==> config.mk <==
export PLATFORM = sky130hd
export DESIGN_NAME = neighbor_link_quality_table
export DESIGN_NICKNAME = d
export VERILOG_FILES = /design/src/nlq_pkg.sv /design/src/neighbor_link_quality_table.sv
export VERILOG_INCLUDE_DIRS = /design/src /design/src/src
export SDC_FILE = /design/constraint.sdc
export NUM_CORES = 2
export LEC_CHECK = 0
export ABC_AREA = 0
export CORE_MARGIN = 1.5
export CORE_UTILIZATION = 34
export DETAILED_ROUTE_END_ITERATION = 8
export DONT_BUFFER_PORTS = 1
export SLEW_MARGIN = 20
export SYNTH_ARGS = -nofsm -noshare
export SYNTH_HDL_FRONTEND = slang
export SYNTH_SLANG_ARGS = --single-unit
==> constraint.sdc <==
create_clock -name clk -period 8.95 [get_ports clk]
set_input_delay 0.4475 -clock clk [delete_from_list [all_inputs] [get_ports clk]]
set_output_delay 0.4475 -clock clk [all_outputs]
set_load 0.005 [all_outputs]
==> src/assert_macros.svh <==
// Assertion helpers shared by the RTL. Each use expands to one labeled
// concurrent assertion that is disabled while reset is asserted.
`ifndef ASSERT_MACROS_SVH
`define ASSERT_MACROS_SVH

// The consequent must hold in the same cycle as the antecedent.
`define ASSERT_SAME_CYCLE(label, clk, rst_n, ante, cons) \
    label: assert property (@(posedge clk) disable iff (!rst_n) (ante) |-> (cons)) \
        else $error("same-cycle check failed");

// The consequent must hold in the cycle after the antecedent.
`define ASSERT_NEXT_CYCLE(label, clk, rst_n, ante, cons) \
    label: assert property (@(posedge clk) disable iff (!rst_n) (ante) |=> (cons)) \
        else $error("next-cycle check failed");

`endif

==> src/nlq_pkg.sv <==
package nlq_pkg;

    localparam int unsigned NLQ_DEFAULT_SLOTS = 64;

    localparam logic [15:0] EWMA_UNITY       = 16'h0100;
    localparam int unsigned EWMA_ALPHA_SHIFT = 6;
    localparam logic [3:0]  HEADER_VERSION   = 4'h1;

    typedef enum logic [2:0] {
        ST_KNOWN      = 3'd0,
        ST_NEW        = 3'd1,
        ST_BAD_HEADER = 3'd2,
        ST_OWN        = 3'd3,
        ST_FULL       = 3'd4
    } status_t;

    typedef enum logic [1:0] {
        FSM_IDLE,
        FSM_SCAN,
        FSM_DONE
    } fsm_state_t;

    // One neighbor entry as kept in the lookup table.
    typedef struct packed {
        logic [15:0] addr;
        logic [7:0]  last_seq;
        logic [15:0] average;
    } entry_t;

    // Radio figures of the most recent word from a neighbor.
    typedef struct packed {
        logic [15:0] strength;
        logic [15:0] quality;
    } radio_t;

endpackage

==> src/neighbor_link_quality_table.sv <==
// Channel  | Direction | Handshake            | Payload
// input    | in        | in_valid / in_ready  | sender_address, header_byte, sequence_number,
//          |           |                      | signal_strength, link_quality
// output   | out       | out_valid / out_ready| status, slot_index, time_to_live, gap,
//          |           |                      | average_gap, ignored_count
// config   | in        | cfg_wr_en            | cfg_wr_data (own address)
//
// A dropped word skips the table scan; a known sender ends the scan at its slot, and a new
// sender or a full table scans every slot in use. The scan reads and compares one entry
// per cycle through the single read port of the neighbor table. The block takes one word
// at a time.
// Reset (rst_n, asynchronous, active low) empties the table and clears the drop count;
// no clearing pass is needed. A stalled output holds the result, and the block waits
// with in_ready low until it can hand it over.
module neighbor_link_quality_table
    import nlq_pkg::*;
#(
    parameter int unsigned NEIGHBOR_SLOTS = NLQ_DEFAULT_SLOTS
)(
    input  logic        clk,
    input  logic        rst_n,

    input  logic        cfg_wr_en,
    input  logic [15:0] cfg_wr_data,

    input  logic        in_valid,
    output logic        in_ready,
    input  logic [15:0] sender_address,
    input  logic [7:0]  header_byte,
    input  logic [7:0]  sequence_number,
    input  logic [15:0] signal_strength,
    input  logic [15:0] link_quality,

    output logic        out_valid,
    input  logic        out_ready,
    output logic [2:0]  status,
    output logic [5:0]  slot_index,
    output logic [3:0]  time_to_live,
    output logic [7:0]  gap,
    output logic [15:0] average_gap,
    output logic [15:0] ignored_count
);

    `include "assert_macros.svh"

    localparam int unsigned CNT_W = $clog2(NEIGHBOR_SLOTS + 1);
    localparam int unsigned IDX_W = (NEIGHBOR_SLOTS > 1) ? $clog2(NEIGHBOR_SLOTS) : 1;

    // Control state
    fsm_state_t         state_reg, state_next;
    logic [CNT_W-1:0]   scan_idx_reg, scan_idx_next;
    logic               cmp_valid_reg, cmp_valid_next;
    logic [IDX_W-1:0]   cmp_idx_reg, cmp_idx_next;
    logic [CNT_W-1:0]   used_reg, used_next;
    logic [15:0]        ignored_reg, ignored_next;
    logic [15:0]        own_reg;
    logic               out_valid_reg;

    // Captured word
    logic [15:0]        sender_reg;
    logic [3:0]         ttl_reg;
    logic [7:0]         seq_reg;
    logic [15:0]        rssi_reg;
    logic [15:0]        lqi_reg;

    // Result waiting for the output register
    status_t            res_status_reg, res_status_next;
    logic [IDX_W-1:0]   res_slot_reg, res_slot_next;
    logic [7:0]         res_gap_reg, res_gap_next;
    logic [15:0]        res_avg_reg, res_avg_next;

    // Output register
    status_t            out_status_reg;
    logic [IDX_W-1:0]   out_slot_reg;
    logic [3:0]         out_ttl_reg;
    logic [7:0]         out_gap_reg;
    logic [15:0]        out_avg_reg;
    logic [15:0]        out_ignored_reg;

    // Table memories
    entry_t             tbl_mem [NEIGHBOR_SLOTS];
    radio_t             radio_mem [NEIGHBOR_SLOTS];
    entry_t             tbl_rdata_reg;
    logic               tbl_we;
    logic [IDX_W-1:0]   tbl_waddr;
    entry_t             tbl_wdata;
    radio_t             radio_wdata;

    logic               in_accept;
    logic               out_load;
    logic               hdr_bad;
    logic               hit;
    logic [7:0]         upd_gap;
    logic [17:0]        avg_times3;
    logic [15:0]        upd_avg;

    assign in_ready  = (state_reg == FSM_IDLE);
    assign in_accept = in_valid && in_ready;
    assign hdr_bad   = (header_byte[7:4] != HEADER_VERSION) || (header_byte[3:0] == 4'h0);

    // The shared comparator checks one table entry per cycle against the sender.
    assign hit = cmp_valid_reg && (tbl_rdata_reg.addr == sender_reg);

    // EWMA: gap * 64 + floor(avg * 3 / 4).
    assign upd_gap    = seq_reg - tbl_rdata_reg.last_seq;
    assign avg_times3 = {2'b00, tbl_rdata_reg.average} + {1'b0, tbl_rdata_reg.average, 1'b0};
    assign upd_avg    = ({8'h00, upd_gap} << EWMA_ALPHA_SHIFT) + avg_times3[17:2];

    always_comb
    begin
        state_next      = state_reg;
        scan_idx_next   = scan_idx_reg;
        cmp_valid_next  = 1'b0;
        cmp_idx_next    = cmp_idx_reg;
        used_next       = used_reg;
        ignored_next    = ignored_reg;
        res_status_next = res_status_reg;
        res_slot_next   = res_slot_reg;
        res_gap_next    = res_gap_reg;
        res_avg_next    = res_avg_reg;
        tbl_we          = 1'b0;
        tbl_waddr       = cmp_idx_reg;
        tbl_wdata       = '{addr: sender_reg, last_seq: seq_reg, average: upd_avg};
        radio_wdata     = '{strength: rssi_reg, quality: lqi_reg};
        out_load        = 1'b0;

        case (state_reg)
            FSM_IDLE:
            begin
                if (in_valid)
                begin
                    scan_idx_next = '0;
                    res_slot_next = '0;
                    res_gap_next  = '0;
                    res_avg_next  = '0;
                    if (hdr_bad)
                    begin
                        res_status_next = ST_BAD_HEADER;
                        ignored_next    = ignored_reg + 16'd1;
                        state_next      = FSM_DONE;
                    end
                    else if (sender_address == own_reg)
                    begin
                        res_status_next = ST_OWN;
                        ignored_next    = ignored_reg + 16'd1;
                        state_next      = FSM_DONE;
                    end
                    else
                    begin
                        state_next = FSM_SCAN;
                    end
                end
            end

            FSM_SCAN:
            begin
                if (hit)
                begin
                    tbl_we          = 1'b1;
                    tbl_waddr       = cmp_idx_reg;
                    res_status_next = ST_KNOWN;
                    res_slot_next   = cmp_idx_reg;
                    res_gap_next    = upd_gap;
                    res_avg_next    = upd_avg;
                    state_next      = FSM_DONE;
                end
                else if (scan_idx_reg == used_reg)
                begin
                    if (used_reg == CNT_W'(NEIGHBOR_SLOTS))
                    begin
                        res_status_next = ST_FULL;
                    end
                    else
                    begin
                        // A new sender starts at gap 1 and average 1.0, which the
                        // update leaves at 1.0.
                        tbl_we          = 1'b1;
                        tbl_waddr       = used_reg[IDX_W-1:0];
                        tbl_wdata       = '{addr: sender_reg, last_seq: seq_reg,
                                            average: EWMA_UNITY};
                        used_next       = used_reg + 1'b1;
                        res_status_next = ST_NEW;
                        res_slot_next   = used_reg[IDX_W-1:0];
                        res_gap_next    = 8'd1;
                        res_avg_next    = EWMA_UNITY;
                    end
                    state_next = FSM_DONE;
                end
                else
                begin
                    cmp_valid_next = 1'b1;
                    cmp_idx_next   = scan_idx_reg[IDX_W-1:0];
                    scan_idx_next  = scan_idx_reg + 1'b1;
                end
            end

            FSM_DONE:
            begin
                if (!out_valid_reg || out_ready)
                begin
                    out_load   = 1'b1;
                    state_next = FSM_IDLE;
                end
            end

            default:
            begin
                state_next = FSM_IDLE;
            end
        endcase
    end

    always_ff @(posedge clk or negedge rst_n)
    begin
        if (!rst_n)
        begin
            state_reg     <= FSM_IDLE;
            scan_idx_reg  <= '0;
            cmp_valid_reg <= 1'b0;
            used_reg      <= '0;
            ignored_reg   <= '0;
            own_reg       <= '0;
            out_valid_reg <= 1'b0;
        end
        else
        begin
            state_reg     <= state_next;
            scan_idx_reg  <= scan_idx_next;
            cmp_valid_reg <= cmp_valid_next;
            used_reg      <= used_next;
            ignored_reg   <= ignored_next;
            if (cfg_wr_en)
            begin
                own_reg <= cfg_wr_data;
            end
            if (out_load)
            begin
                out_valid_reg <= 1'b1;
            end
            else if (out_ready)
            begin
                out_valid_reg <= 1'b0;
            end
        end
    end

    always_ff @(posedge clk)
    begin
        cmp_idx_reg    <= cmp_idx_next;
        res_status_reg <= res_status_next;
        res_slot_reg   <= res_slot_next;
        res_gap_reg    <= res_gap_next;
        res_avg_reg    <= res_avg_next;
        if (in_accept)
        begin
            sender_reg <= sender_address;
            ttl_reg    <= header_byte[3:0];
            seq_reg    <= sequence_number;
            rssi_reg   <= signal_strength;
            lqi_reg    <= link_quality;
        end
        if (out_load)
        begin
            out_status_reg  <= res_status_reg;
            out_slot_reg    <= res_slot_reg;
            out_ttl_reg     <= ttl_reg;
            out_gap_reg     <= res_gap_reg;
            out_avg_reg     <= res_avg_reg;
            out_ignored_reg <= ignored_reg;
        end
    end

    // Neighbor table: one write port, one registered read port driven by the scan.
    always_ff @(posedge clk)
    begin
        if (tbl_we)
        begin
            tbl_mem[tbl_waddr]   <= tbl_wdata;
            radio_mem[tbl_waddr] <= radio_wdata;
        end
        tbl_rdata_reg <= tbl_mem[scan_idx_reg[IDX_W-1:0]];
    end

    assign out_valid     = out_valid_reg;
    assign status        = out_status_reg;
    assign slot_index    = 6'(out_slot_reg);
    assign time_to_live  = out_ttl_reg;
    assign gap           = out_gap_reg;
    assign average_gap   = out_avg_reg;
    assign ignored_count = out_ignored_reg;

    `ASSERT_SAME_CYCLE(a_used_bound, clk, rst_n, 1'b1, used_reg <= CNT_W'(NEIGHBOR_SLOTS))
    `ASSERT_SAME_CYCLE(a_cmp_in_range, clk, rst_n, cmp_valid_reg, CNT_W'(cmp_idx_reg) < used_reg)
    `ASSERT_NEXT_CYCLE(a_accept_leaves_idle, clk, rst_n, in_accept, state_reg != FSM_IDLE)
    `ASSERT_NEXT_CYCLE(a_new_slot_counted, clk, rst_n,
                       (state_reg == FSM_SCAN) && tbl_we && !hit,
                       used_reg == $past(used_reg) + 1'b1)

endmodule

==> out/metrics.cfg <==
[sta]
finalHoldViolCount=0
max_slew_margin_pct=14.32
finalClockSkew_ps=63.30
fin_tns_setup_ps=0
fmax_mhz=163.9
rsz0062_at_grt=false
fin_crit_sh_pct=68.19
period_needed_ps=6103
fin_hold_ws_ps=158.7
worst_pin_slew_ps=1285
slew_violations=0
setup_violations=0

[layout]
fillCellCount=27128
drive_above_1_share_pct=30.23
largest_register_ff_count=2560
final_area_um2=121500
nNetsFinal=4798
final-seq-area_um2=82550
areaGrowthSynthToFinish_pct=14.75
multi_input_area_um2=23060

[global_route]
grt_overflow=0
grt_pass1_vias=49169
antenna_found_initial=5
grt_max_degree=145
grt_pass1_wl_um=376700
grt_use_total_pct=16.71

[floorplanning]
die_y_um=561.1
die_x_um=561.1
ios=140
dieArea_um2=314800
core_um2=309400
rows=204
start_util_pct=34.23

[drt]
drt_pass1_iterations=6
routed_wl_um=267000
routedWlPerCell_um=29.68
first_iter_violations=5600
via_per_inst=5.386
postRouteAntennaNets=0
num_vias=48456
drcViolationCount=0

[pwr]
leakage_nw=36.11
fin_total_pwr_mw=27.83
p_per_area_nw_per_um2=229.0
ir_drop_mv=0.2799

[logic_synthesis]
synthFlopType=edfxtp_1
yosys_warnings=0
synthArstFlopShare_pct=1.805
yosysTopAreaCell=edfxtp_1
synth_top_cell_area_share_pct=75.99
synth_common_cells=2680 x edfxtp_1, 840 x mux4_2, 137 x clkbuf_1
synthAdderAreaFrac_pct=0.4584
syn_inst=4378
synth_area_leaders=edfxtp_1 76%, mux4_2 18%, dfrtp_1 1.2%, dfxtp_1 0.76%, clkbuf_1 0.49%
synth_area_um2=105900
synth_mux_area_share_pct=18.08
synth-compound-area-share_pct=0.7289
yosysMostFrequentCell=edfxtp_1
synth_top_family_by_area=multiplexers
synth-simple-area-share_pct=1.222
syn_avg_cell_area_um2=24.19
ys_types=67
ys_ff_latch=2770
synth_xor_area_share_pct=0.7029
synth-edff-count=2680
ys_seq_area_share_pct=77.93
synth_nets=4500

[setup_path]
path_class=reg2reg
critical_path.cell_chain=buf_4, xnor2_1, and2_0, nand3_1, nor2_1, o211ai_1, buf_4, nor2_4, buf_4
critPathRequiredTime_ps=9400
crit_path_frequent_cell=buf_4
cp_max_fo=65
slowest_delay_ps=890
crit_arrival_ps=6550
cp-start-kind=flip-flop
crit_slowest_cell=nand3_1
end_kind=flip-flop

[worst_hold_path]
hp-class=in2async

[cts]
root_buffer=clkbuf_16
cts_sinks=2770
clk_path_buf_depth=4
cts_made_buffers=268
cts_tree=yes
clkLatencyLatePin_ps=860
clk_pin_slew_ps=60
h-tree-depth=5

[run]
maxCapViolations=0

[place]
place.gp.congestion=0.8339
dp_hpwl_um=145500
placed_area_um2=112400
portBuffers=0

[outcome]
status=finished, final reports clean

[report_power, final]
part / switching (mW) / internal (mW) / total [mW] / leakage, nW
combinational: 1.31 / 0.491 / 1.81 / 6.95
sequential: 0.0851 / 15.1 / 15.1 / 25.1
clock: 4.71 / 6.17 / 10.9 / 4.05
total: 6.11 / 21.7 / 27.8 / 36.1
[worst paths after layout]
| check | start | endpoint | slack (ps) | cells past startpoint |
|---|---|---|---|---|
| worst min register to register | res_avg_reg[4]$_SDFFCE_PN0P_ | average_gap[4]$_DFFE_PP_ | 420 | 0 |
| worst max register to register | sender_reg[5]$_DFFE_PP_ | tbl_mem[9][25]$_DFFE_PP_ | 2850 | 9 |
| worst max-delay path | sender_reg[5]$_DFFE_PP_ | tbl_mem[9][25]$_DFFE_PP_ | 2850 | 9 |
| worst min-delay path | rst_n | ignored_reg[12]$_DFFE_PN0P_ | 160 | 2 |
| min in group clk | sequence_number[2] | seq_reg[2]$_DFFE_PP_ | 250 | 1 |
| max in group asynchronous | rst_n | own_reg[11]$_DFFE_PN0P_ | 8450 | 2 |
[layout make-up]
type / instances / area share [%]
clock buffer: 348 / 5.946
timing repair buffer: 233 / 1.927
sequential: 2770 / 67.93
antenna: 5 / 0.01030
tap: 4120 / 4.242
multi-input combinational: 1370 / 18.98
inverter: 33 / 0.1019
clock inverter: 118 / 0.8720
[routing by layer]
layer	share of wire [%]	vias to the layer above	global-route usage, %	wire (µm)
met5	0.0049	-	0	13
met4	1.7	2	3.389	4407
met3	6.6	298	2.535	17750
met2	51	1793	28.70	136500
li1	-	19407	-	-
met1	41	26956	22.58	108400
[placed cells by master, fill, tap and decap left out, drive strengths merged, types with 31 or more instances in the layout]
| cell | count |
|---|---|
| nor2 | 139 |
| clkbuf | 348 |
| inv | 38 |
| a21oi | 31 |
| edfxtp | 2680 |
| xor2 | 38 |
| nand2 | 40 |
| dlygate4sd3 | 65 |
| buf | 168 |
| ha | 34 |
| mux4 | 840 |
| dfxtp | 40 |
| xnor2 | 47 |
| dfrtp | 50 |
| clkinv | 94 |
[critical path, delay by kind of cell, from the launching register on]
kind            cells  cell delay [ps]
buf+inv             3             1170
simple gates        4             3170
xor+xnor            1              750
compound gates      1              170
flops               1              360
[cell families after synthesis]
| family | after synthesis |
|---|---|
| xor+xnor | 85 |
| mux | 861 |
| fa+ha+maj | 37 |
| compound gates | 114 |
| simple gates | 273 |
| flops | 2770 |
| buf+inv | 238 |
[metrics by stage]
step / std cells / util (%) / setup WS, ps
4_1_cts: 8988 / 39.24 / 2958
6_report: 8997 / 39.29 / 2847
3_3_place_gp: 8441 / 36.23 / 2899
2_1_floorplan: 4378 / - / 2541
3_5_place_dp: 8456 / 36.35 / 2989
5_1_grt: 8993 / 39.28 / 2663
[repair_timing]
action / CTS / global route
resized for setup: 0 / 0
buffers inserted: 0 / 0
hold buffers: 66 / 0
endpoints found under the hold margin: 105 / 0
setup endpoints to repair: 0 / 0
Note: power is estimated with default switching activity, not from simulation.
